$ cat src/rtl/cddp_pkg.sv
// package: register indexes, reset values and fixed constants of the drive controller
`default_nettype none
package cddp_pkg;

  localparam int FracBitsDef  = 8;
  localparam int GainWidthDef = 16;

  localparam int CfgIdxW  = 8;
  localparam int CfgDataW = 48;

  typedef enum logic [CfgIdxW-1:0] {
    REG_OUTER_KP    = 8'd0,
    REG_OUTER_KD    = 8'd1,
    REG_RATE_KP     = 8'd2,
    REG_RATE_KD     = 8'd3,
    REG_WHEEL_GAINS = 8'd4,
    REG_DRIVE_MAX   = 8'd5,
    REG_DRIVE_MIN   = 8'd6,
    REG_SPEED_LVLS  = 8'd7
  } cfg_reg_e;

  localparam logic signed [15:0] DriveMaxRst = 16'sd9999;
  localparam logic signed [15:0] DriveMinRst = -16'sd9999;

  localparam int RateLimit  = 140;
  localparam int TargetLow  = -10;
  localparam int TargetHigh = 120;

  typedef struct packed {
    logic issue;
    logic clr;
  } mac_ctrl_t;

endpackage
`default_nettype wire

$ cat src/rtl/cddp_mac.sv
// shared multiply-accumulate unit: registered product, then accumulate
`default_nettype none
module cddp_mac #(
  parameter int OPW = 27,
  parameter int GW  = 16,
  parameter int AW  = 46
) (
  input  wire                         clk_i,
  input  wire                         rst_ni,
  input  wire cddp_pkg::mac_ctrl_t    ctrl_i,
  input  wire logic signed [OPW-1:0]  a_i,
  input  wire logic        [GW-1:0]   b_i,
  output logic signed [AW-1:0]        acc_o
);

  localparam int PW = OPW + GW + 1;

  logic signed [PW-1:0] prod_q;
  logic                 vld_q;
  logic                 clr_q;
  logic signed [AW-1:0] acc_q;

  always_ff @(posedge clk_i or negedge rst_ni) begin
    if (!rst_ni) begin
      vld_q <= 1'b0;
      clr_q <= 1'b0;
    end else begin
      vld_q <= ctrl_i.issue;
      clr_q <= ctrl_i.clr;
    end
  end

  always_ff @(posedge clk_i) begin
    prod_q <= a_i * $signed({1'b0, b_i});
    if (vld_q) begin
      acc_q <= (clr_q ? '0 : acc_q) + AW'(prod_q);
    end
  end

  assign acc_o = acc_q;

endmodule
`default_nettype wire

$ cat src/rtl/cascaded_differential_drive_pid.sv
// top level: cascaded heading/yaw-rate pd and two incremental wheel pids on one mac
//
//  channel   dir  handshake                 contents
//  s_axis    in   s_axis_tvalid/tready      tdata: heading, yaw, left, right speed
//  m_axis    out  m_axis_tvalid/tready      tdata: left drive, right drive
//  cfg       in   cfg_valid_i/cfg_ready_o   register index, write data
//
//  one request runs ten multiplies, issued one per cycle to the single mac and
//  summed through its registered product and accumulator for each loop stage.
//  s_axis_tready and cfg_ready_o are high only while the sequencer is idle, so a new
//  request is taken only once the previous one has left the sequencer; a finished
//  result waits in the output register and the next request is taken while it waits.
//  reset clears all loop history and gains; drive limits reset to +-9999.
`default_nettype none
module cascaded_differential_drive_pid #(
  parameter int FRAC_BITS  = cddp_pkg::FracBitsDef,
  parameter int GAIN_WIDTH = cddp_pkg::GainWidthDef
) (
  input  wire                               clk_i,
  input  wire                               rst_ni,
  input  wire                               s_axis_tvalid,
  output logic                              s_axis_tready,
  // heading_error[15:0], yaw_rate[31:16], left_speed[47:32], right_speed[63:48]
  input  wire logic [63:0]                  s_axis_tdata,
  // curve_sel[0], straight_sel[1]
  input  wire logic [1:0]                   s_axis_tuser,
  output logic                              m_axis_tvalid,
  input  wire                               m_axis_tready,
  // left_drive[15:0], right_drive[31:16]
  output logic [31:0]                       m_axis_tdata,
  input  wire                               cfg_valid_i,
  output logic                              cfg_ready_o,
  input  wire logic [cddp_pkg::CfgIdxW-1:0] cfg_index_i,
  input  wire logic [cddp_pkg::CfgDataW-1:0] cfg_data_i
);

  localparam int F   = FRAC_BITS;
  localparam int GW  = GAIN_WIDTH;
  localparam int OPW = F + 19;
  localparam int AW  = OPW + GW + 3;

  typedef enum logic [3:0] {
    S_IDLE, S_O0, S_O1, S_O2, S_O3, S_M0, S_M1, S_M2, S_M3,
    S_W0, S_W1, S_W2, S_W3, S_W4, S_HOLD
  } state_e;

  state_e state_q;

  logic [15:0] okp_q, okd_q, rkp_q, rkd_q;
  logic [47:0] wg_q;
  logic signed [15:0] dmax_q, dmin_q;
  logic [23:0] lvl_q;

  logic signed [15:0] herr_q, yaw_q, lsp_q, rsp_q;
  logic bend_q, str_q;
  logic signed [15:0] oprev_q;
  logic signed [OPW-1:0] aerr_q, rprev_q;
  logic signed [16:0] err_q [2];
  logic signed [16:0] last_q [2];
  logic signed [16:0] prev_q [2];
  logic signed [AW-1:0] wout_q [2];
  logic signed [15:0] drv_q [2];
  logic k_q;
  logic out_vld_q;
  logic [31:0] out_q;

  logic [79:0] gpad;
  logic [GW-1:0] g_okp, g_okd, g_rkp, g_rkd, g_wkp, g_wki, g_wkd;
  assign gpad  = {32'd0, wg_q};
  assign g_okp = GW'({64'd0, okp_q} & ((80'd1 << GW) - 80'd1));
  assign g_okd = GW'({64'd0, okd_q} & ((80'd1 << GW) - 80'd1));
  assign g_rkp = GW'({64'd0, rkp_q} & ((80'd1 << GW) - 80'd1));
  assign g_rkd = GW'({64'd0, rkd_q} & ((80'd1 << GW) - 80'd1));
  assign g_wkp = gpad[0 +: GW];
  assign g_wki = gpad[16 +: GW];
  assign g_wkd = gpad[32 +: GW];

  cddp_pkg::mac_ctrl_t   mac_ctrl;
  logic signed [OPW-1:0] mac_a;
  logic [GW-1:0]         mac_b;
  logic signed [AW-1:0]  mac_acc;

  cddp_mac #(.OPW(OPW), .GW(GW), .AW(AW)) u_mac (
    .clk_i  (clk_i),
    .rst_ni (rst_ni),
    .ctrl_i (mac_ctrl),
    .a_i    (mac_a),
    .b_i    (mac_b),
    .acc_o  (mac_acc)
  );

  logic signed [16:0] e_cur, l_cur, p_cur;
  assign e_cur = err_q[k_q];
  assign l_cur = last_q[k_q];
  assign p_cur = prev_q[k_q];

  always_comb begin
    mac_ctrl = '0;
    mac_a    = '0;
    mac_b    = '0;
    case (state_q)
      S_O0: begin
        mac_ctrl = '{issue: 1'b1, clr: 1'b1};
        mac_a = OPW'(herr_q);
        mac_b = g_okp;
      end
      S_O1: begin
        mac_ctrl = '{issue: 1'b1, clr: 1'b0};
        mac_a = OPW'(herr_q) - OPW'(oprev_q);
        mac_b = g_okd;
      end
      S_M0: begin
        mac_ctrl = '{issue: 1'b1, clr: 1'b1};
        mac_a = aerr_q;
        mac_b = g_rkp;
      end
      S_M1: begin
        mac_ctrl = '{issue: 1'b1, clr: 1'b0};
        mac_a = aerr_q - rprev_q;
        mac_b = g_rkd;
      end
      S_W0: begin
        mac_ctrl = '{issue: 1'b1, clr: 1'b1};
        mac_a = OPW'(e_cur) - OPW'(l_cur);
        mac_b = g_wkp;
      end
      S_W1: begin
        mac_ctrl = '{issue: 1'b1, clr: 1'b0};
        mac_a = OPW'(e_cur);
        mac_b = g_wki;
      end
      S_W2: begin
        mac_ctrl = '{issue: 1'b1, clr: 1'b0};
        mac_a = OPW'(e_cur) - (OPW'(l_cur) <<< 1) + OPW'(p_cur);
        mac_b = g_wkd;
      end
      default: begin
        mac_ctrl = '0;
      end
    endcase
  end

  // outer target clamp and rate error
  localparam logic signed [15:0] RateLimitS = 16'(cddp_pkg::RateLimit);
  logic signed [AW-1:0] rate_hi, rate_lo, target;
  logic signed [OPW-1:0] aerr_d;
  assign rate_hi = AW'(RateLimitS) <<< F;
  assign rate_lo = -(AW'(RateLimitS) <<< F);
  always_comb begin
    if (mac_acc > rate_hi) target = rate_hi;
    else if (mac_acc < rate_lo) target = rate_lo;
    else target = mac_acc;
  end
  assign aerr_d = OPW'(target) - (OPW'(yaw_q) <<< F);

  // wheel targets
  localparam logic signed [15:0] TgtLoS = 16'(cddp_pkg::TargetLow);
  localparam logic signed [15:0] TgtHiS = 16'(cddp_pkg::TargetHigh);
  logic signed [AW-1:0] diff, base_fx, t_lo, t_hi, tl_raw, tr_raw, tl_c, tr_c;
  logic signed [AW-1:0] tl_i, tr_i;
  logic [7:0] base;
  logic signed [16:0] el_d, er_d;
  assign diff    = mac_acc >>> F;
  assign base    = bend_q ? lvl_q[15:8] : (str_q ? lvl_q[23:16] : lvl_q[7:0]);
  assign base_fx = $signed(AW'(base)) <<< F;
  assign t_lo    = AW'(TgtLoS) <<< F;
  assign t_hi    = AW'(TgtHiS) <<< F;
  assign tl_raw  = base_fx - diff;
  assign tr_raw  = base_fx + diff;
  always_comb begin
    if (tl_raw > t_hi) tl_c = t_hi;
    else if (tl_raw < t_lo) tl_c = t_lo;
    else tl_c = tl_raw;
    if (tr_raw > t_hi) tr_c = t_hi;
    else if (tr_raw < t_lo) tr_c = t_lo;
    else tr_c = tr_raw;
  end
  assign tl_i = tl_c[AW-1] ? -((-tl_c) >>> F) : (tl_c >>> F);
  assign tr_i = tr_c[AW-1] ? -((-tr_c) >>> F) : (tr_c >>> F);
  assign el_d = 17'(tl_i) - 17'(lsp_q);
  assign er_d = 17'(tr_i) - 17'(rsp_q);

  // wheel accumulator saturation
  logic signed [AW-1:0] wsum, dmax_fx, dmin_fx, wsat, wtr;
  assign wsum    = wout_q[k_q] + mac_acc;
  assign dmax_fx = AW'(dmax_q) <<< F;
  assign dmin_fx = AW'(dmin_q) <<< F;
  always_comb begin
    if (wsum > dmax_fx) wsat = dmax_fx;
    else if (wsum < dmin_fx) wsat = dmin_fx;
    else wsat = wsum;
  end
  assign wtr = wsat[AW-1] ? -((-wsat) >>> F) : (wsat >>> F);

  logic s_acc, m_acc;
  assign s_axis_tready = (state_q == S_IDLE);
  assign s_acc         = s_axis_tvalid && s_axis_tready;
  assign m_acc         = m_axis_tvalid && m_axis_tready;
  assign cfg_ready_o   = (state_q == S_IDLE);
  assign m_axis_tvalid = out_vld_q;
  assign m_axis_tdata  = out_q;

  always_ff @(posedge clk_i or negedge rst_ni) begin
    if (!rst_ni) begin
      state_q   <= S_IDLE;
      out_vld_q <= 1'b0;
      out_q     <= '0;
      k_q       <= 1'b0;
      okp_q <= '0; okd_q <= '0; rkp_q <= '0; rkd_q <= '0;
      wg_q  <= '0; lvl_q <= '0;
      dmax_q <= cddp_pkg::DriveMaxRst;
      dmin_q <= cddp_pkg::DriveMinRst;
      herr_q <= '0; yaw_q <= '0; lsp_q <= '0; rsp_q <= '0;
      bend_q <= 1'b0; str_q <= 1'b0;
      aerr_q  <= '0;
      oprev_q <= '0;
      rprev_q <= '0;
      err_q   <= '{default: '0};
      last_q  <= '{default: '0};
      prev_q  <= '{default: '0};
      wout_q  <= '{default: '0};
      drv_q   <= '{default: '0};
    end else begin
      if (m_acc && state_q != S_HOLD) out_vld_q <= 1'b0;
      if (cfg_valid_i && cfg_ready_o) begin
        case (cfg_index_i)
          cddp_pkg::REG_OUTER_KP:    okp_q  <= cfg_data_i[15:0];
          cddp_pkg::REG_OUTER_KD:    okd_q  <= cfg_data_i[15:0];
          cddp_pkg::REG_RATE_KP:     rkp_q  <= cfg_data_i[15:0];
          cddp_pkg::REG_RATE_KD:     rkd_q  <= cfg_data_i[15:0];
          cddp_pkg::REG_WHEEL_GAINS: wg_q   <= cfg_data_i[47:0];
          cddp_pkg::REG_DRIVE_MAX:   dmax_q <= $signed(cfg_data_i[15:0]);
          cddp_pkg::REG_DRIVE_MIN:   dmin_q <= $signed(cfg_data_i[15:0]);
          cddp_pkg::REG_SPEED_LVLS:  lvl_q  <= cfg_data_i[23:0];
          default: begin
          end
        endcase
      end
      case (state_q)
        S_IDLE: begin
          if (s_acc) begin
            herr_q <= $signed(s_axis_tdata[15:0]);
            yaw_q  <= $signed(s_axis_tdata[31:16]);
            lsp_q  <= $signed(s_axis_tdata[47:32]);
            rsp_q  <= $signed(s_axis_tdata[63:48]);
            bend_q <= s_axis_tuser[0];
            str_q  <= s_axis_tuser[1];
            state_q <= S_O0;
          end
        end
        S_O0: state_q <= S_O1;
        S_O1: state_q <= S_O2;
        S_O2: state_q <= S_O3;
        S_O3: begin
          aerr_q  <= aerr_d;
          oprev_q <= herr_q;
          state_q <= S_M0;
        end
        S_M0: state_q <= S_M1;
        S_M1: state_q <= S_M2;
        S_M2: state_q <= S_M3;
        S_M3: begin
          rprev_q  <= aerr_q;
          err_q[0] <= el_d;
          err_q[1] <= er_d;
          k_q      <= 1'b0;
          state_q  <= S_W0;
        end
        S_W0: state_q <= S_W1;
        S_W1: state_q <= S_W2;
        S_W2: state_q <= S_W3;
        S_W3: state_q <= S_W4;
        S_W4: begin
          wout_q[k_q] <= wsat;
          prev_q[k_q] <= l_cur;
          last_q[k_q] <= e_cur;
          drv_q[k_q]  <= wtr[15:0];
          if (k_q) begin
            state_q <= S_HOLD;
          end else begin
            k_q     <= 1'b1;
            state_q <= S_W0;
          end
        end
        S_HOLD: begin
          if (!out_vld_q || m_axis_tready) begin
            out_q     <= {drv_q[1], drv_q[0]};
            out_vld_q <= 1'b1;
            state_q   <= S_IDLE;
          end
        end
        default: state_q <= S_IDLE;
      endcase
    end
  end

  a_busy_after_req: assert property (@(posedge clk_i) disable iff (!rst_ni)
    s_acc |=> !s_axis_tready)
    else $error("input taken while sequencer busy");

  a_out_from_hold: assert property (@(posedge clk_i) disable iff (!rst_ni)
    $rose(m_axis_tvalid) |-> $past(state_q == S_HOLD))
    else $error("result raised outside the hold step");

  a_mac_idle: assert property (@(posedge clk_i) disable iff (!rst_ni)
    (state_q == S_IDLE || state_q == S_HOLD) |-> !mac_ctrl.issue)
    else $error("mac issued while idle");

  a_second_wheel: assert property (@(posedge clk_i) disable iff (!rst_ni)
    (state_q == S_HOLD) |-> k_q)
    else $error("hold reached before right wheel");

endmodule
`default_nettype wire

$ cat config.mk
export PLATFORM = sky130hd
export DESIGN_NAME = cascaded_differential_drive_pid
export DESIGN_NICKNAME = d
export VERILOG_FILES = /design/src/rtl/cddp_pkg.sv /design/src/rtl/cddp_mac.sv /design/src/rtl/cascaded_differential_drive_pid.sv
export SDC_FILE = /design/constraint.sdc
export NUM_CORES = 2
export LEC_CHECK = 0
export BUFFER_PORTS_ARGS = -buffer_cell sky130_fd_sc_hd__buf_4
export CAP_MARGIN = 20
export CORE_ASPECT_RATIO = 0.8
export CORE_MARGIN = 4
export CORE_UTILIZATION = 33
export CTS_CLUSTER_DIAMETER = 120
export DETAILED_ROUTE_END_ITERATION = 16
export GPL_TIMING_DRIVEN = 0
export PLACE_DENSITY = 0.56
export REMOVE_ABC_BUFFERS = 1
export SLEW_MARGIN = 20
export SYNTH_ARGS = -nofsm -noshare
export SYNTH_HDL_FRONTEND = slang
export SYNTH_SLANG_ARGS = --single-unit
$ cat constraint.sdc
create_clock -name clk_i -period 20.4 [get_ports clk_i]
set_input_delay 2.04 -clock clk_i [delete_from_list [all_inputs] [get_ports clk_i]]
set_output_delay 2.04 -clock clk_i [all_outputs]
set_load 0.05 [all_outputs]
==> out/metrics.csv <==
metric,value,unit
finalWorstSetupSlack,6.831,ns
number_of_antenna_violations_at_the_first_check_in_global_routing,5,
cts_setup_buffers,0,
detailedPlacementHpwl,149300,um
grt-ovfl-total,0,
power.density_cell_area,159.4,nW/um^2
synth_async_sr_flop_share,86.36,%
place_congestion,0.9070,
via_per_inst,5.305,
final.setup_skew,0.05638,ns
synth.top_cell.area_share,23.03,%
grt_pass1_wl,291700,um
run_status,finished clean,
die_area,189000,um^2
worst_setup_path_startpoint,k_q$_DFFE_PN0P_,
worst_slew_pin_slew,1.163,ns
drt_pre_antenna_iters,6,
cts_made_buffers,78,
ios,162,
floorplan.rows,139,
critical_path_launch_point_type,flop,
cap_viol_max_count,0,
yosys_warnings,0,
holdBufCountCts,0,
reg2reg_setup_slack,6.83,ns
r2r.worst_path.cells,41,
starting_drc_count_in_detailed_routing,3813,
postPlaceCellArea,64500,um^2
slew_headroom,22.07,%
holdWs,0.4687,ns
clkLatencyLatePin,0.74,ns
final_layout_size_suffix_gt1_share,12.35,%
num-nets-final,7744,
place.detailed.instances,9064,
min_path_type,flop to flop,
final_hold_viol_count,0,
cp_slowest_cell,sky130_fd_sc_hd__dfrtp_4,
stdcell_area,67330,um^2
setup_repair_after_global_routing_missed_its_margin,false,
antenna_left,0,
post_synth_num_cell_types,114,
drcViolationCount,0,
cts.root.buffer_cell,sky130_fd_sc_hd__clkbuf_16,
finish.utilization,37.37,%
count_of_final_setup_violators,0,
syn_to_final_growth,12.07,%
maxSlewViolCount,0,
grtUsageTotal,19.66,%
synthesis.area,60080,um^2
cts.clk_slew.worst_paths,0.06,ns
synth-seq-area-share,27.54,%
die_width,485.0,um
post_synth_main_area_contributors,"sky130_fd_sc_hd__dfrtp_1 23%, sky130_fd_sc_hd__fa_1 15%, sky130_fd_sc_hd__ha_1 8.8%, sky130_fd_sc_hd__mux2_2 6.4%, sky130_fd_sc_hd__nand2_1 5.7%",
chipHeight,389.6,um
crit_path_end,u_mac.prod_q[43]$_DFF_P_,
worst-setup-path-type,flop to flop,
ff_latch_area,16550,um^2
worst_path_largest_cell_delay,0.68,ns
final.min_clock_period,13.57,ns
timing.critical_path.to_type,flop,
cts_htree_levels,3,
totalPowerFinal,10.73,mW
place.port_buffers,161,
initial_utilization,33.34,%
first_global_vias,48130,
regToRegStartpoint,k_q$_DFFE_PN0P_,
number_of_fill_cells,18310,
cts-root-to-sink-buffers,3,
cp_data_required_time,20.95,ns
reg2reg_to,u_mac.prod_q[43]$_DFF_P_,
power_leakage,31.88,nW
synth-edff-count,46,
grt_start_max_net_pins,90,
clock-sinks,660,
post_synthesis_instance_total,6715,
post-place-ws,7.049,ns
period_share,66.51,%
postCtsResizedCells,0,
tritoncts,done,
crit_arrival,14.12,ns
drt_wl_total,188400,um
synth_ff_type,sky130_fd_sc_hd__dfrtp_1,
postSynthAreaPerCell,8.947,um^2
timing.setup.tns,0,ns
worst_ir_drop_vdd,0.0001426,V
synth-seq-cells,660,
multi_input_area,39620,um^2
fp.coreArea,180200,um^2
fmaxAchievable,73.70,MHz
synth_largest_area_cell,sky130_fd_sc_hd__dfrtp_1,
layoutNonFillerInstCount,9214,
cp_max_fo,44,
dr_total_vias,48880,
routedWlPerCell,20.45,um
-- worst max-delay path, delay by kind of cell, from the launching register on --
| family | cells | cell delay (ns) |
|---|---|---|
| muxes | 2 | 0.81 |
| DFF | 1 | 0.68 |
| buffers and inverters | 6 | 0.72 |
| xor gates and xnor gates | 1 | 0.26 |
| AOI/OAI and AO/OA | 21 | 6.27 |
| adders and majority gates | 9 | 4.14 |
| and+or+nand+nor | 2 | 0.39 |
-- area by class of cell --
cell class                      count  area share, %
Multi-Input combinational cell   4974          58.84
Sequential cell                   660          24.58
Tap cell                         2397          4.454
Inverter                          790          4.404
Timing Repair Buffer              245          3.557
Clock buffer                      104          3.269
Clock inverter                     38         0.8734
Antenna cell                        6        0.02230
-- metal layers --
layer	vias to the layer above	track usage, %	wire (um)
li1	22840	-	-
met1	24460	29.23	90880
met2	1403	30.20	82140
met3	178	3.016	11940
met4	4	3.963	3431
met5	-	0	21
-- cells by family after synthesis --
group / count (synthesis) / share of synthesized area [%]
flops: 660 / 27.54
compound gates: 1289 / 13.89
fa+ha+maj: 868 / 23.64
xor+xnor: 289 / 4.238
buf+inv: 1081 / 6.954
mux: 388 / 7.170
simple gates: 2140 / 16.57
-- state kept, by name, summed over array words and instances, names as in the netlist, 27 cells and up --
name	flops
err_q	34
prev_q	34
last_q	34
drv_q	32
u_mac.acc_o	46
wout_q	92
aerr_q	27
rprev_q	27
m_axis_tdata	32
u_mac.prod_q	44
wg_q	48
-- cell usage after synthesis (106+ instances only) --
| cell type | n |
|---|---|
| sky130_fd_sc_hd__clkbuf_1 | 250 |
| sky130_fd_sc_hd__o21ai_0 | 383 |
| sky130_fd_sc_hd__ha_1 | 423 |
| sky130_fd_sc_hd__nand2_1 | 906 |
| sky130_fd_sc_hd__mux2_2 | 339 |
| sky130_fd_sc_hd__dfrtp_1 | 553 |
| sky130_fd_sc_hd__nand3_1 | 121 |
| sky130_fd_sc_hd__nor3_1 | 118 |
| sky130_fd_sc_hd__fa_1 | 445 |
| sky130_fd_sc_hd__inv_1 | 788 |
| sky130_fd_sc_hd__a21o_1 | 106 |
| sky130_fd_sc_hd__xnor2_1 | 210 |
| sky130_fd_sc_hd__a21oi_1 | 289 |
| sky130_fd_sc_hd__nor2_1 | 455 |
-- worst min-delay path by stage --
stage,start,endpoint,cells after the start
finish,prev_q[30]$_DFFE_PN0P_,prev_q[30]$_DFFE_PN0P_,2
global route,wout_q[17]$_DFFE_PN0P_,wout_q[17]$_DFFE_PN0P_,2
floorplan,prev_q[0]$_DFFE_PN0P_,prev_q[0]$_DFFE_PN0P_,2
detailed placement,prev_q[9]$_DFFE_PN0P_,prev_q[9]$_DFFE_PN0P_,2
CTS,prev_q[0]$_DFFE_PN0P_,prev_q[0]$_DFFE_PN0P_,2
global placement,prev_q[3]$_DFFE_PN0P_,prev_q[3]$_DFFE_PN0P_,2
-- report_power, final --
part           switching, mW  internal, mW
logic                   4.41          2.56
registers              0.514          1.72
clock network          0.651         0.878
total                   5.58          5.16
-- cell usage in the layout (no fill, tap or decap), types with 65 or more instances in the layout --
cell type	Yosys	layout
sky130_fd_sc_hd__nand2_1	906	903
sky130_fd_sc_hd__inv_1	788	788
sky130_fd_sc_hd__dfrtp_1	553	550
sky130_fd_sc_hd__nor2_1	455	449
sky130_fd_sc_hd__fa_1	445	445
sky130_fd_sc_hd__ha_1	423	423
sky130_fd_sc_hd__o21ai_0	383	378
sky130_fd_sc_hd__mux2_2	339	339
sky130_fd_sc_hd__a21oi_1	289	287
sky130_fd_sc_hd__xnor2_1	210	209
sky130_fd_sc_hd__buf_4	2	197
sky130_fd_sc_hd__nand3_1	121	115
sky130_fd_sc_hd__nor3_1	118	111
sky130_fd_sc_hd__a21o_1	106	106
sky130_fd_sc_hd__nor2b_1	100	100
sky130_fd_sc_hd__clkbuf_16	0	79
sky130_fd_sc_hd__xor2_1	77	77
sky130_fd_sc_hd__nand2b_1	65	65
Power figures use the tool's default switching activity.
